===== src/rtl/command_frame_deframer_seq_check_macros.svh =====
// Assertion helpers; clk and rst_n are taken from the scope of the use.
`ifndef COMMAND_FRAME_DEFRAMER_SEQ_CHECK_MACROS_SVH
`define COMMAND_FRAME_DEFRAMER_SEQ_CHECK_MACROS_SVH

// Condition must hold at every clock edge out of reset.
`define CFDS_ASSERT_ALWAYS(lbl, cond, msg) \
  lbl: assert property (@(posedge clk) disable iff (!rst_n) (cond)) else $error(msg);

// Antecedent implies consequent in the same cycle.
`define CFDS_ASSERT_IMP(lbl, ante, cons, msg) \
  lbl: assert property (@(posedge clk) disable iff (!rst_n) (ante) |-> (cons)) \
    else $error(msg);

// Antecedent implies consequent in the following cycle.
`define CFDS_ASSERT_NEXT(lbl, ante, cons, msg) \
  lbl: assert property (@(posedge clk) disable iff (!rst_n) (ante) |=> (cons)) \
    else $error(msg);

`endif


===== src/rtl/cfds_pkg.sv =====
`default_nettype none
package cfds_pkg;

  localparam int FRAME_BYTES = 10;
  localparam int POS_W       = 4;
  localparam int SLOT_W      = 3;
  localparam int NUM_SLOTS   = 6;
  localparam int Q_DEPTH     = 4;
  localparam int Q_AW        = 2;

  localparam logic [7:0] HDR_BYTE = 8'h81;
  localparam logic [7:0] FTR_BYTE = 8'h88;

  localparam logic [7:0] TYPE_PUSH    = 8'h04;
  localparam logic [7:0] TYPE_STOP    = 8'h20;
  localparam logic [7:0] TYPE_FWD     = 8'h21;
  localparam logic [7:0] TYPE_BACK    = 8'h22;
  localparam logic [7:0] TYPE_LEFT    = 8'h23;
  localparam logic [7:0] TYPE_RIGHT   = 8'h24;

  localparam logic [SLOT_W-1:0] SLOT_PUSH  = 3'd0;
  localparam logic [SLOT_W-1:0] SLOT_STOP  = 3'd1;
  localparam logic [SLOT_W-1:0] SLOT_FWD   = 3'd2;
  localparam logic [SLOT_W-1:0] SLOT_BACK  = 3'd3;
  localparam logic [SLOT_W-1:0] SLOT_LEFT  = 3'd4;
  localparam logic [SLOT_W-1:0] SLOT_RIGHT = 3'd5;

  localparam logic [31:0] WORD_STRAIGHT = 32'hFF00_0000;
  localparam logic [31:0] WORD_TURN     = 32'hF0F0_0000;

  localparam logic [POS_W-1:0] RPL_RC_HI = 4'd3;
  localparam logic [POS_W-1:0] RPL_RC_LO = 4'd4;
  localparam logic [POS_W-1:0] RPL_LAST  = 4'(FRAME_BYTES - 1);

  typedef enum logic [1:0] {
    KIND_MOTION = 2'd0,
    KIND_PUSH   = 2'd1,
    KIND_REPLY  = 2'd2
  } out_kind_t;

  typedef enum logic {
    BK_IDLE,
    BK_REPLY
  } back_state_t;

  // One checked frame waiting for execution
  typedef struct packed {
    logic [SLOT_W-1:0] slot;
    logic [15:0]       seq;
    logic [15:0]       pair;
  } job_t;

  // Queue head as seen by the back end
  typedef struct packed {
    logic valid;
    job_t job;
  } job_head_t;

  // Check that a frame type is known, and map it to its counter slot
  function automatic logic type_known(input logic [7:0] t);
    return (t == TYPE_PUSH) || (t == TYPE_STOP) || (t == TYPE_FWD) ||
           (t == TYPE_BACK) || (t == TYPE_LEFT) || (t == TYPE_RIGHT);
  endfunction

  function automatic logic [SLOT_W-1:0] type_slot(input logic [7:0] t);
    logic [SLOT_W-1:0] s;
    s = SLOT_PUSH;
    unique case (t)
      TYPE_STOP:  s = SLOT_STOP;
      TYPE_FWD:   s = SLOT_FWD;
      TYPE_BACK:  s = SLOT_BACK;
      TYPE_LEFT:  s = SLOT_LEFT;
      TYPE_RIGHT: s = SLOT_RIGHT;
      default:    s = SLOT_PUSH;
    endcase
    return s;
  endfunction

  function automatic logic [7:0] slot_letter(input logic [SLOT_W-1:0] s);
    logic [7:0] l;
    unique case (s)
      SLOT_STOP:  l = "S";
      SLOT_FWD:   l = "F";
      SLOT_BACK:  l = "B";
      SLOT_LEFT:  l = "L";
      SLOT_RIGHT: l = "R";
      default:    l = 8'h00;
    endcase
    return l;
  endfunction

  function automatic logic [31:0] slot_word(input logic [SLOT_W-1:0] s,
                                            input logic [15:0] pair);
    logic [31:0] w;
    unique case (s)
      SLOT_STOP:             w = WORD_STRAIGHT;
      SLOT_FWD, SLOT_BACK:   w = WORD_STRAIGHT | {16'h0000, pair};
      SLOT_LEFT, SLOT_RIGHT: w = WORD_TURN | {16'h0000, pair};
      default:               w = 32'h0000_0000;
    endcase
    return w;
  endfunction

  // Error reply frame: 81 'M' 06 rc_hi rc_lo 'C' 'O' 'F' 'F' 88
  function automatic logic [7:0] reply_at(input logic [POS_W-1:0] idx,
                                          input logic [15:0] rc);
    logic [7:0] b;
    unique case (idx)
      4'd0:      b = HDR_BYTE;
      4'd1:      b = "M";
      4'd2:      b = 8'h06;
      RPL_RC_HI: b = rc[15:8];
      RPL_RC_LO: b = rc[7:0];
      4'd5:      b = "C";
      4'd6:      b = "O";
      4'd7:      b = "F";
      4'd8:      b = "F";
      default:   b = FTR_BYTE;
    endcase
    return b;
  endfunction

endpackage
`default_nettype wire


===== src/rtl/cfds_if.sv =====
`default_nettype none
interface cfds_in_if;
  logic       valid;
  logic       ready;
  logic [7:0] rx_byte;

  modport source (output valid, output rx_byte, input ready);
  modport sink   (input valid, input rx_byte, output ready);
endinterface

interface cfds_out_if;
  logic        valid;
  logic        ready;
  logic [1:0]  out_kind;
  logic [31:0] command_word;
  logic [7:0]  command_letter;
  logic [7:0]  reply_byte;
  logic        last;

  modport source (output valid, output out_kind, output command_word,
                  output command_letter, output reply_byte, output last,
                  input ready);
  modport sink   (input valid, input out_kind, input command_word,
                  input command_letter, input reply_byte, input last,
                  output ready);
endinterface
`default_nettype wire


===== src/rtl/cfds_front.sv =====
`default_nettype none
module cfds_front
  import cfds_pkg::*;
(
  input  wire logic       clk,
  input  wire logic       rst_n,
  input  wire logic       byte_vld,
  input  wire logic [7:0] byte_in,
  output logic            push,
  output job_t            push_job
);

  logic [POS_W-1:0] pos_r, pos_nxt;
  logic [7:0]       type_r, type_nxt;
  logic [15:0]      seq_r, seq_nxt;
  logic [15:0]      pair_r, pair_nxt;

  // Walk the frame one byte at a time
  always_comb begin
    pos_nxt  = pos_r;
    type_nxt = type_r;
    seq_nxt  = seq_r;
    pair_nxt = pair_r;
    push     = 1'b0;
    if (byte_vld) begin
      if (pos_r == '0 || pos_r >= POS_W'(FRAME_BYTES)) begin
        pos_nxt = (byte_in == HDR_BYTE) ? POS_W'(1) : '0;
      end else begin
        unique case (pos_r)
          4'd2:    type_nxt = byte_in;
          4'd3:    seq_nxt  = {byte_in, seq_r[7:0]};
          4'd4:    seq_nxt  = {seq_r[15:8], byte_in};
          4'd5:    pair_nxt = {byte_in, pair_r[7:0]};
          4'd6:    pair_nxt = {pair_r[15:8], byte_in};
          default: ;
        endcase
        if (pos_r == POS_W'(FRAME_BYTES - 1)) begin
          pos_nxt = '0;
          // hand a complete frame of known type to the job queue
          push    = (byte_in == FTR_BYTE) && type_known(type_r);
        end else begin
          pos_nxt = pos_r + POS_W'(1);
        end
      end
    end
  end

  assign push_job.slot = type_slot(type_r);
  assign push_job.seq  = seq_r;
  assign push_job.pair = pair_r;

  always_ff @(posedge clk) begin
    if (!rst_n) begin
      pos_r  <= '0;
      type_r <= '0;
      seq_r  <= '0;
      pair_r <= '0;
    end else begin
      pos_r  <= pos_nxt;
      type_r <= type_nxt;
      seq_r  <= seq_nxt;
      pair_r <= pair_nxt;
    end
  end

endmodule
`default_nettype wire


===== src/rtl/cfds_queue.sv =====
`default_nettype none
module cfds_queue
  import cfds_pkg::*;
(
  input  wire logic clk,
  input  wire logic rst_n,
  input  wire logic push,
  input  wire job_t push_job,
  output logic      full,
  input  wire logic pop,
  output job_head_t head
);

  job_t            mem_r [Q_DEPTH];
  logic [Q_AW-1:0] wr_ptr_r, rd_ptr_r;
  logic [Q_AW:0]   cnt_r;

  assign full       = (cnt_r == (Q_AW+1)'(Q_DEPTH));
  assign head.valid = (cnt_r != '0);
  assign head.job   = mem_r[rd_ptr_r];

  // Store entries at the write pointer
  always_ff @(posedge clk) begin
    if (push) begin
      mem_r[wr_ptr_r] <= push_job;
    end
  end

  // Advance pointers and occupancy
  always_ff @(posedge clk) begin
    if (!rst_n) begin
      wr_ptr_r <= '0;
      rd_ptr_r <= '0;
      cnt_r    <= '0;
    end else begin
      if (push) wr_ptr_r <= wr_ptr_r + Q_AW'(1);
      if (pop)  rd_ptr_r <= rd_ptr_r + Q_AW'(1);
      if (push && !pop)      cnt_r <= cnt_r + (Q_AW+1)'(1);
      else if (pop && !push) cnt_r <= cnt_r - (Q_AW+1)'(1);
    end
  end

endmodule
`default_nettype wire


===== src/rtl/cfds_back.sv =====
`default_nettype none
module cfds_back
  import cfds_pkg::*;
(
  input  wire logic      clk,
  input  wire logic      rst_n,
  input  wire job_head_t head,
  output logic           pop,
  cfds_out_if.source     out_ch
);

  back_state_t      state_r, state_nxt;
  logic [POS_W-1:0] idx_r, idx_nxt;
  logic [15:0]      cnt_r [NUM_SLOTS];
  logic [15:0]      rc_r, rc_nxt;

  logic             out_vld_r, out_vld_nxt;
  out_kind_t        kind_r, kind_nxt;
  logic [31:0]      word_r, word_nxt;
  logic [7:0]       letter_r, letter_nxt;
  logic [7:0]       rbyte_r, rbyte_nxt;
  logic             last_r, last_nxt;

  logic             can_load;
  logic [15:0]      cnt_inc;
  logic             seq_ok;
  logic             cnt_we;
  logic [15:0]      cnt_wdata;

  assign can_load = !out_vld_r || out_ch.ready;
  assign cnt_inc  = cnt_r[head.job.slot] + 16'd1;
  assign seq_ok   = (cnt_inc == head.job.seq);

  // Execute queued frames and sequence the reply bytes
  always_comb begin
    state_nxt   = state_r;
    idx_nxt     = idx_r;
    rc_nxt      = rc_r;
    out_vld_nxt = out_vld_r;
    kind_nxt    = kind_r;
    word_nxt    = word_r;
    letter_nxt  = letter_r;
    rbyte_nxt   = rbyte_r;
    last_nxt    = last_r;
    pop         = 1'b0;
    cnt_we      = 1'b0;
    cnt_wdata   = head.job.seq;
    if (out_vld_r && out_ch.ready) out_vld_nxt = 1'b0;
    unique case (state_r)
      BK_IDLE: begin
        if (head.valid && can_load) begin
          pop         = 1'b1;
          cnt_we      = 1'b1;
          out_vld_nxt = 1'b1;
          if (seq_ok) begin
            cnt_wdata = cnt_inc;
            last_nxt  = 1'b1;
            rbyte_nxt = 8'h00;
            if (head.job.slot == SLOT_PUSH) begin
              kind_nxt   = KIND_PUSH;
              word_nxt   = 32'h0000_0000;
              letter_nxt = head.job.pair[15:8];
            end else begin
              kind_nxt   = KIND_MOTION;
              word_nxt   = slot_word(head.job.slot, head.job.pair);
              letter_nxt = slot_letter(head.job.slot);
            end
          end else begin
            // resync the counter and start the error reply
            cnt_wdata  = head.job.seq;
            rc_nxt     = rc_r + 16'd1;
            kind_nxt   = KIND_REPLY;
            word_nxt   = 32'h0000_0000;
            letter_nxt = 8'h00;
            rbyte_nxt  = reply_at('0, rc_r + 16'd1);
            last_nxt   = 1'b0;
            idx_nxt    = POS_W'(1);
            state_nxt  = BK_REPLY;
          end
        end
      end
      BK_REPLY: begin
        if (can_load) begin
          out_vld_nxt = 1'b1;
          rbyte_nxt   = reply_at(idx_r, rc_r);
          last_nxt    = (idx_r == RPL_LAST);
          idx_nxt     = idx_r + POS_W'(1);
          if (idx_r == RPL_LAST) state_nxt = BK_IDLE;
        end
      end
      default: state_nxt = BK_IDLE;
    endcase
  end

  always_ff @(posedge clk) begin
    if (!rst_n) begin
      state_r   <= BK_IDLE;
      idx_r     <= '0;
      rc_r      <= '0;
      out_vld_r <= 1'b0;
      for (int i = 0; i < NUM_SLOTS; i++) cnt_r[i] <= '0;
    end else begin
      state_r   <= state_nxt;
      idx_r     <= idx_nxt;
      rc_r      <= rc_nxt;
      out_vld_r <= out_vld_nxt;
      if (cnt_we) cnt_r[head.job.slot] <= cnt_wdata;
    end
  end

  // Output payload holds while stalled
  always_ff @(posedge clk) begin
    kind_r   <= kind_nxt;
    word_r   <= word_nxt;
    letter_r <= letter_nxt;
    rbyte_r  <= rbyte_nxt;
    last_r   <= last_nxt;
  end

  assign out_ch.valid          = out_vld_r;
  assign out_ch.out_kind       = kind_r;
  assign out_ch.command_word   = word_r;
  assign out_ch.command_letter = letter_r;
  assign out_ch.reply_byte     = rbyte_r;
  assign out_ch.last           = last_r;

endmodule
`default_nettype wire


===== src/rtl/command_frame_deframer_seq_check.sv =====
// Throughput: one received byte per cycle; input stalls only when the 4-entry job queue is full.
// The job queue is written at the edge that accepts the footer byte, and the output register
// loads from the queue head once the back end is idle and the output can take a new result.
// A sequence error emits 10 reply results from the reply byte sequencer, one per cycle while the output is not stalled.
// Reset (rst_n low, synchronous): frame position, type counters, reply counter,
// job queue and output valid all clear; no clearing pass is needed.
`default_nettype none
`include "command_frame_deframer_seq_check_macros.svh"
module command_frame_deframer_seq_check
  import cfds_pkg::*;
(
  input  wire logic  clk,
  input  wire logic  rst_n,
  cfds_in_if.sink    in_ch,
  cfds_out_if.source out_ch
);

  logic      push;
  job_t      push_job;
  logic      q_full;
  logic      pop;
  job_head_t head;
  logic      in_acc;

  // Accept bytes whenever a finished frame has room in the queue
  assign in_ch.ready = !q_full;
  assign in_acc      = in_ch.valid && !q_full;

  cfds_front u_front (
    .clk      (clk),
    .rst_n    (rst_n),
    .byte_vld (in_acc),
    .byte_in  (in_ch.rx_byte),
    .push     (push),
    .push_job (push_job)
  );

  cfds_queue u_queue (
    .clk      (clk),
    .rst_n    (rst_n),
    .push     (push),
    .push_job (push_job),
    .full     (q_full),
    .pop      (pop),
    .head     (head)
  );

  cfds_back u_back (
    .clk    (clk),
    .rst_n  (rst_n),
    .head   (head),
    .pop    (pop),
    .out_ch (out_ch)
  );

  `CFDS_ASSERT_ALWAYS(a_no_push_full, !(push && q_full), "job pushed into full queue")
  `CFDS_ASSERT_IMP(a_pop_has_job, pop, head.valid, "pop from empty queue")
  `CFDS_ASSERT_IMP(a_cmd_is_last, out_ch.valid && out_ch.out_kind != KIND_REPLY, out_ch.last, "command result without last")
  `CFDS_ASSERT_IMP(a_reply_ends_ftr, out_ch.valid && out_ch.out_kind == KIND_REPLY && out_ch.last, out_ch.reply_byte == FTR_BYTE, "reply frame ends without footer")

endmodule
`default_nettype wire


===== src/flat_wrapper.sv =====
// flat-port wrapper written by rule: the top's interface ports become plain ports
module command_frame_deframer_seq_check_flat import cfds_pkg::*;
  (clk, rst_n, in_ch_valid, in_ch_rx_byte, in_ch_ready, out_ch_valid, out_ch_out_kind, out_ch_command_word, out_ch_command_letter, out_ch_reply_byte, out_ch_last, out_ch_ready);
  cfds_in_if in_ch_i ();
  cfds_out_if out_ch_i ();
  input  wire logic clk;
  input  wire logic rst_n;
  input wire logic [$bits(in_ch_i.valid)-1:0] in_ch_valid;
  input wire logic [$bits(in_ch_i.rx_byte)-1:0] in_ch_rx_byte;
  output wire logic [$bits(in_ch_i.ready)-1:0] in_ch_ready;
  output wire logic [$bits(out_ch_i.valid)-1:0] out_ch_valid;
  output wire logic [$bits(out_ch_i.out_kind)-1:0] out_ch_out_kind;
  output wire logic [$bits(out_ch_i.command_word)-1:0] out_ch_command_word;
  output wire logic [$bits(out_ch_i.command_letter)-1:0] out_ch_command_letter;
  output wire logic [$bits(out_ch_i.reply_byte)-1:0] out_ch_reply_byte;
  output wire logic [$bits(out_ch_i.last)-1:0] out_ch_last;
  input wire logic [$bits(out_ch_i.ready)-1:0] out_ch_ready;
  assign in_ch_i.valid = in_ch_valid;
  assign in_ch_i.rx_byte = in_ch_rx_byte;
  assign in_ch_ready = in_ch_i.ready;
  assign out_ch_valid = out_ch_i.valid;
  assign out_ch_out_kind = out_ch_i.out_kind;
  assign out_ch_command_word = out_ch_i.command_word;
  assign out_ch_command_letter = out_ch_i.command_letter;
  assign out_ch_reply_byte = out_ch_i.reply_byte;
  assign out_ch_last = out_ch_i.last;
  assign out_ch_i.ready = out_ch_ready;
  command_frame_deframer_seq_check u_core (.clk(clk), .rst_n(rst_n), .in_ch(in_ch_i), .out_ch(out_ch_i));
endmodule

===== config.mk =====
export PLATFORM = sky130hd
export DESIGN_NAME = command_frame_deframer_seq_check_flat
export DESIGN_NICKNAME = d
export VERILOG_FILES = /design/src/rtl/cfds_pkg.sv /design/src/rtl/cfds_if.sv /design/src/rtl/cfds_front.sv /design/src/rtl/cfds_queue.sv /design/src/rtl/cfds_back.sv /design/src/rtl/command_frame_deframer_seq_check.sv /design/src/flat_wrapper.sv
export VERILOG_INCLUDE_DIRS = /design/src /design/src/rtl
export SDC_FILE = /design/constraint.sdc
export NUM_CORES = 1
export LEC_CHECK = 0
export ABC_AREA = 1
export BUFFER_PORTS_ARGS = -buffer_cell sky130_fd_sc_hd__clkbuf_2
export CAP_MARGIN = 20
export CORE_ASPECT_RATIO = 1.5
export CORE_MARGIN = 1.5
export CORE_UTILIZATION = 40
export CTS_CLUSTER_DIAMETER = 50
export CTS_CLUSTER_SIZE = 10
export DETAILED_ROUTE_END_ITERATION = 12
export SKIP_LAST_GASP = 1
export SLEW_MARGIN = 40
export SYNTH_ARGS = -nofsm -noshare
export SYNTH_HDL_FRONTEND = slang
export SYNTH_SLANG_ARGS = --single-unit

===== constraint.sdc =====
create_clock -name clk -period 4.1 [get_ports clk]
set_input_delay 1.23 -clock clk [delete_from_list [all_inputs] [get_ports clk]]
set_output_delay 1.23 -clock clk [all_outputs]
set_load 0.02 [all_outputs]

After elaboration in Yosys (flattened, before gate mapping) --
Memory sizes are Yosys's and may differ from the RTL's. A register that Yosys moved wholly into a read port is not among the register bits. Cells that the tools add are included.
Word-level totals: flip-flop bits (word level) 124, RAM bits 236, input bits 12, output and inout bits 53, word-level logic and storage cells 158, memories 2
Memories:
- u_core.u_queue.mem_r | depth 4, bits a word 35, read ports 1, clocked after memory_dff 1, wr ports 1, line cfds_queue.sv:14 | job_t mem_r [Q_DEPTH];
- u_core.u_back.cnt_r | depth 6, bits a word 16, read ports 1, clocked after memory_dff 0, wr ports 6, line cfds_back.sv:14 | logic [15:0] cnt_r [NUM_SLOTS];
Operators by class: add/sub/neg operators 8, $lt $le $gt $ge 1, equal/unequal tests 33, multiplexer cells 53, bitwise logic cells 7, reduce and logical (&&, ||, !) cells 36
Operators by type and width (number):
- case mux 32 bit (3 select lines) | 1
- 2-to-1 mux 16 bit | 4
- case mux 16 bit (2 select lines) | 2
- case mux 8 bit (8 select lines) | 1
- equality test 8 x 6 -> 1 bit (second input constant) | 5
- case mux 7 bit (5 select lines) | 1
- adder 16 x 1 -> 16 bit (second input constant) | 2
- 2-to-1 mux 8 bit | 4
- equality test 4 x 3 -> 1 bit (second input constant) | 7
- 2-to-1 mux 1 bit | 24
- 2-to-1 mux 4 bit | 5
- equality test 16 bit | 1
- equality test 4 x 2 -> 1 bit (second input constant) | 4
- equality test 8 bit (second input constant) | 2
- case mux 8 bit (2 select lines) | 1
- AND reduction 4 bit | 4
- OR reduction 16 bit | 1
- case mux 3 bit (5 select lines) | 1
- equality test 4 bit (second input constant) | 3
- equality test 3 bit (second input constant) | 3
- 2-to-1 mux 3 bit | 3
- AND reduction 3 bit | 3
- adder 4 x 1 -> 4 bit (second input constant) | 2
- equality test 8 x 3 -> 1 bit (second input constant) | 1
- other kinds (22) | 53

Depth between registers and ports, before layout --
word-level depth 14, depth in mapped cells 28, depth with buffers taken out 25

By module --
From an unflattened synthesis, not the netlist that was laid out.
Unflattened totals: cell total of the unflattened synthesis 1873, area total of the unflattened synthesis 17644.4 µm²
By module, submodules not included:
- cfds_back | times used 1, cells each 1185, area an instance 10019.6 µm², sequential area each 5425.2 µm²
- cfds_queue | times used 1, cells each 397, area an instance 5622.9 µm², sequential area each 4384.2 µm²
- cfds_front | times used 1, cells each 288, area an instance 1988.2 µm², sequential area each 880.8 µm²
- command_frame_deframer_seq_check | times used 1, cells each 3, area an instance 13.8 µm², sequential area each 0.0 µm²

Worst setup path before layout --
No wires, ideal clock.
kind input-to-reg, from input in_ch_rx_byte[1], to memory u_core.u_queue.mem_r[0][0] (netlist name) (enable), library setup time 427 ps, data arrival time 3522 ps, data required time 3673 ps, path slack 151 ps, stages 6, path buffers 0, cell sequence or2_2 > nor2_1 > nand4_1 > nor3_1 > nand2_1 > nor2_1
On the way: word-level cells in the longest chain between the ends 7
Ends and longest elaborated chain:
- from (decl) | line flat_wrapper.sv:9 | input wire logic [$bits(in_ch_i.rx_byte)-1:0] in_ch_rx_byte;
- equality test 8 bit | line cfds_front.sv:40 | push = (byte_in == FTR_BYTE) && type_known(type_r);
- logical AND 1 bit | line cfds_front.sv:40
- 2-to-1 mux 1 bit | line cfds_front.sv:37 | if (pos_r == POS_W'(FRAME_BYTES - 1)) begin
- 2-to-1 mux 1 bit | line cfds_front.sv:26 | if (pos_r == '0 || pos_r >= POS_W'(FRAME_BYTES)) begin
- 2-to-1 mux 1 bit | line cfds_front.sv:25 | if (byte_vld) begin
- 2-to-1 mux 1 bit | line cfds_queue.sv:24 | if (push) begin
- 2-to-1 mux 1 bit (not written as such) | line cfds_queue.sv:25 | mem_r[wr_ptr_r] <= push_job;
- to (decl) | line cfds_queue.sv:14
No other way between the ends.

==> key figures <==
Layout
  • Share of layout cells above drive strength 1: 0.143
  • Fin cells: 2500
  • Layout area overhead: 13.8%
  • Antenna Cells: 0
  • NumNets Final: 1916
  • Fillers: 4203

Drt
  • 1st-pass router iterations: 5
  • Final WL: 43400 µm
  • Drt initial violations: 817
  • DRC violations left: 0
  • Vias/cell: 5.10
  • Vias: 12700
  • WL/cell: 17.4 µm
  • ANT nets after route: 0

Timing
  • Setup_tns: 0 ps
  • Tcrit/Tclk final: 0.905
  • Final setup violation count: 0
  • Final Hold Violating Endpoints: 0
  • RSZ-0062 raised after global routing: false
  • Final min period: 3710 ps
  • Slew Viols, Final: 0
  • Slew headroom: 0.523
  • Worst-Margin Slew: 715 ps
  • Highest Clock Rate: 270 MHz
  • Worst clock skew: 44.8 ps

Yosys
  • Complex-gate fraction of the synthesized area: 0.0702
  • XOR/XNOR Fraction of Synth Area: 0.00991
  • Area leader, netlist: edfxtp_1
  • Ys flop type: edfxtp_1
  • Cell with the most instances after synthesis: nand2_1
  • Simple-Gate Fraction of Synth Area: 0.240
  • Synth area leaders: edfxtp_1 52%, nand2_1 8.8%, dfxtp_1 8.5%
  • Synth cell types: 48
  • Post-Synth Adder-Cell Area: 0.00892
  • Synth async-reset ratio: 0
  • Synth Register Bits: 381
  • Largest family of logic cells by synthesized area: simple AND/OR/NAND/NOR gates
  • EDFF count, synth: 306
  • Sequential area share after synthesis: 0.605
  • Synth Instances: 1816
  • Yosys top cell area share: 0.520
  • Mux contribution to synthesized area: 0
  • Most common library cells after synthesis: 414 x nand2_1, 306 x edfxtp_1, 231 x nor2_1
  • Yosys Warn Count: 0
  • Syn_area_per_cell: 9.73 µm²
  • Synthesized cell area: 17700 µm²

Flow run
  • MaxCap Viol Count: 0

Die
  • Die Wd: 175 µm
  • Cell Rows: 94
  • Io pins: 65
  • Initial Utilization: 0.404
  • Die Ht: 260 µm
  • Area of the core: 43800 µm²
  • Die area: 45500 µm²

Clocking
  • Maximum clock insertion buffer count: 3
  • Post-CTS setup buffers: 0
  • H-tree levels: 2
  • TritonCTS clock tree: done
  • Clock latency on the worst-skew pair: 580 ps
  • CTS Sinks: 381
  • Root buf cell: clkbuf_16
  • Hold_buf cts: 0
  • Num CTS Buffers: 47
  • Clock slew seen by the registers of the worst setup and hold paths: 50 ps

Setup path
  • Worst Path Required: 4550 ps
  • Crit path depth: 24
  • CP dominant cell by count: nand2_1
  • Worst r2r path cells: 24
  • CP max stage delay: 420 ps
  • Worst Setup End Kind: flop
  • Top delay family on crit path: simple AND/OR/NAND/NOR gates
  • Startpoint types: flop
  • Worst-path cell chain: inv_4, nand2_1, nand3_2, buf_4, buf_4, nand3b_1, nand2_1, nand2_1, nand3_1, nand2_1, nand2_2, nor2_4, nand2_1, nand2_1, nand2_1, nand2_1, nand3_1, nor2_1, nand2_1, nor2_2, nand2_2, buf_4, nand3_1, a21oi_1
  • Buf/Inv on CP: 4
  • CP max-delay cell: dfxtp_2
  • Worst path arrival time: 4160 ps
  • Kind of critical path: reg -> reg
  • Worst-path fanout max: 28

GRT
  • Total GRT Usage: 0.194
  • Initial antenna violation count: 0
  • First-pass GRT wire length: 69000 µm
  • Residual overflow from global routing: 0
  • Number of global-route vias before repair: 12800
  • Largest net degree at the start of global routing: 49

Hold path
  • WHS Path Cells: 0
  • Hold Crit Class: reg -> reg

Power and ir drop
  • Leak: 7.82 nW
  • Worst vdd ir: 0.000687 V
  • Power Dens Cells: 683 nW/µm²

Placement
  • Count of buffers from port buffering: 60
  • HPWL Detailed: 29200 µm
  • GP Congestion: 0.895
  • Dpl cells: 2419

Outcome
  • Status: completed
layer usage:
metal  global-route usage  vias to the layer above  share of wire
met5                    0                        -              0
met4               0.0667                        0          0.030
met3               0.0248                       84          0.036
met2                0.375                      269           0.54
met1                0.216                     6153           0.39
li1                     -                     6236              -
state kept, by name (all words and copies together), names as in the netlist, 3 cells and up, named ones only:
| signal | flops |
|---|---|
| u_core.u_front.pos_r | 4 |
| u_core.u_back.out_ch.command_letter | 8 |
| u_core.u_queue.cnt_r | 3 |
| u_core.u_front.seq_r | 16 |
| u_core.u_back.idx_r | 4 |
| u_core.u_queue.mem_r | 140 |
| u_core.u_back.cnt_r | 128 |
| u_core.u_back.out_ch.reply_byte | 8 |
| u_core.u_front.type_r | 8 |
| u_core.u_front.pair_r | 16 |
| u_core.u_back.rc_r | 16 |
| u_core.u_back.out_ch.command_word | 19 |
cells by family after synthesis:
| kind of cell | Yosys count |
|---|---|
| compound gates | 209 |
| flops | 381 |
| simple gates | 932 |
| xor+xnor | 20 |
| other cells | 1 |
| fa+ha+maj | 12 |
| buf+inv | 261 |
layout make-up:
class / instances / area [µm²] / area share
sequential: 381 / 10700 / 0.532
multi-input combinational: 1177 / 5890 / 0.293
inverter: 173 / 654 / 0.0325
tap: 576 / 721 / 0.0358
clock buffer: 73 / 1270 / 0.0633
timing repair buffer: 112 / 757 / 0.0376
clock inverter: 8 / 123 / 0.00610
worst paths after layout:
path	from	to	slack [ps]
worst min-delay path	u_core.u_front.seq_r[7]$_SDFFE_PN0P_	u_core.u_queue.mem_r[0][23]$_DFFE_PP_	490
worst min register to register	u_core.u_front.seq_r[7]$_SDFFE_PN0P_	u_core.u_queue.mem_r[0][23]$_DFFE_PP_	490
worst max-delay path	flop	u_core.u_back.rc_r[3]$_SDFFE_PN0P_	390
worst max register to register	flop	u_core.u_back.rc_r[3]$_SDFFE_PN0P_	390
per-stage QoR:
step,util,power [mW],hold slack [ps],setup slack (ps),instance area [µm²]
after floorplan,-,8.69,433,151,17700
after global placement,0.428,10.0,463,350,18700
after detailed placement,0.428,10.1,480,312,18700
after CTS,0.459,13.8,483,294,20100
after global routing,0.460,14.6,497,9.81,20100
final,0.460,13.7,485,389,20100
power by group:
group / internal (mW) / switching, mW / leakage (nW)
logic: 1.50 / 3.70 / 3.74
clock network: 2.16 / 1.60 / 0.660
registers: 4.62 / 0.152 / 3.42
repair_timing:
action	in CTS	in global routing
hold endpoints to repair	0	0
setup endpoints to repair	0	20
resized for setup	0	2
cells in the final DEF, fill, tap and decap left out, types with 46 or more instances in the layout:
cell type and count:
a21oi_1 85, o21ai_0 66, nand3_1 119, buf_4 46, dfxtp_1 74, clkbuf_16 47
nand2_1 414, nand3b_1 47, clkbuf_2 60, edfxtp_1 306, nor2_1 226, inv_1 162
Note: power is estimated with default switching activity, not from simulation.
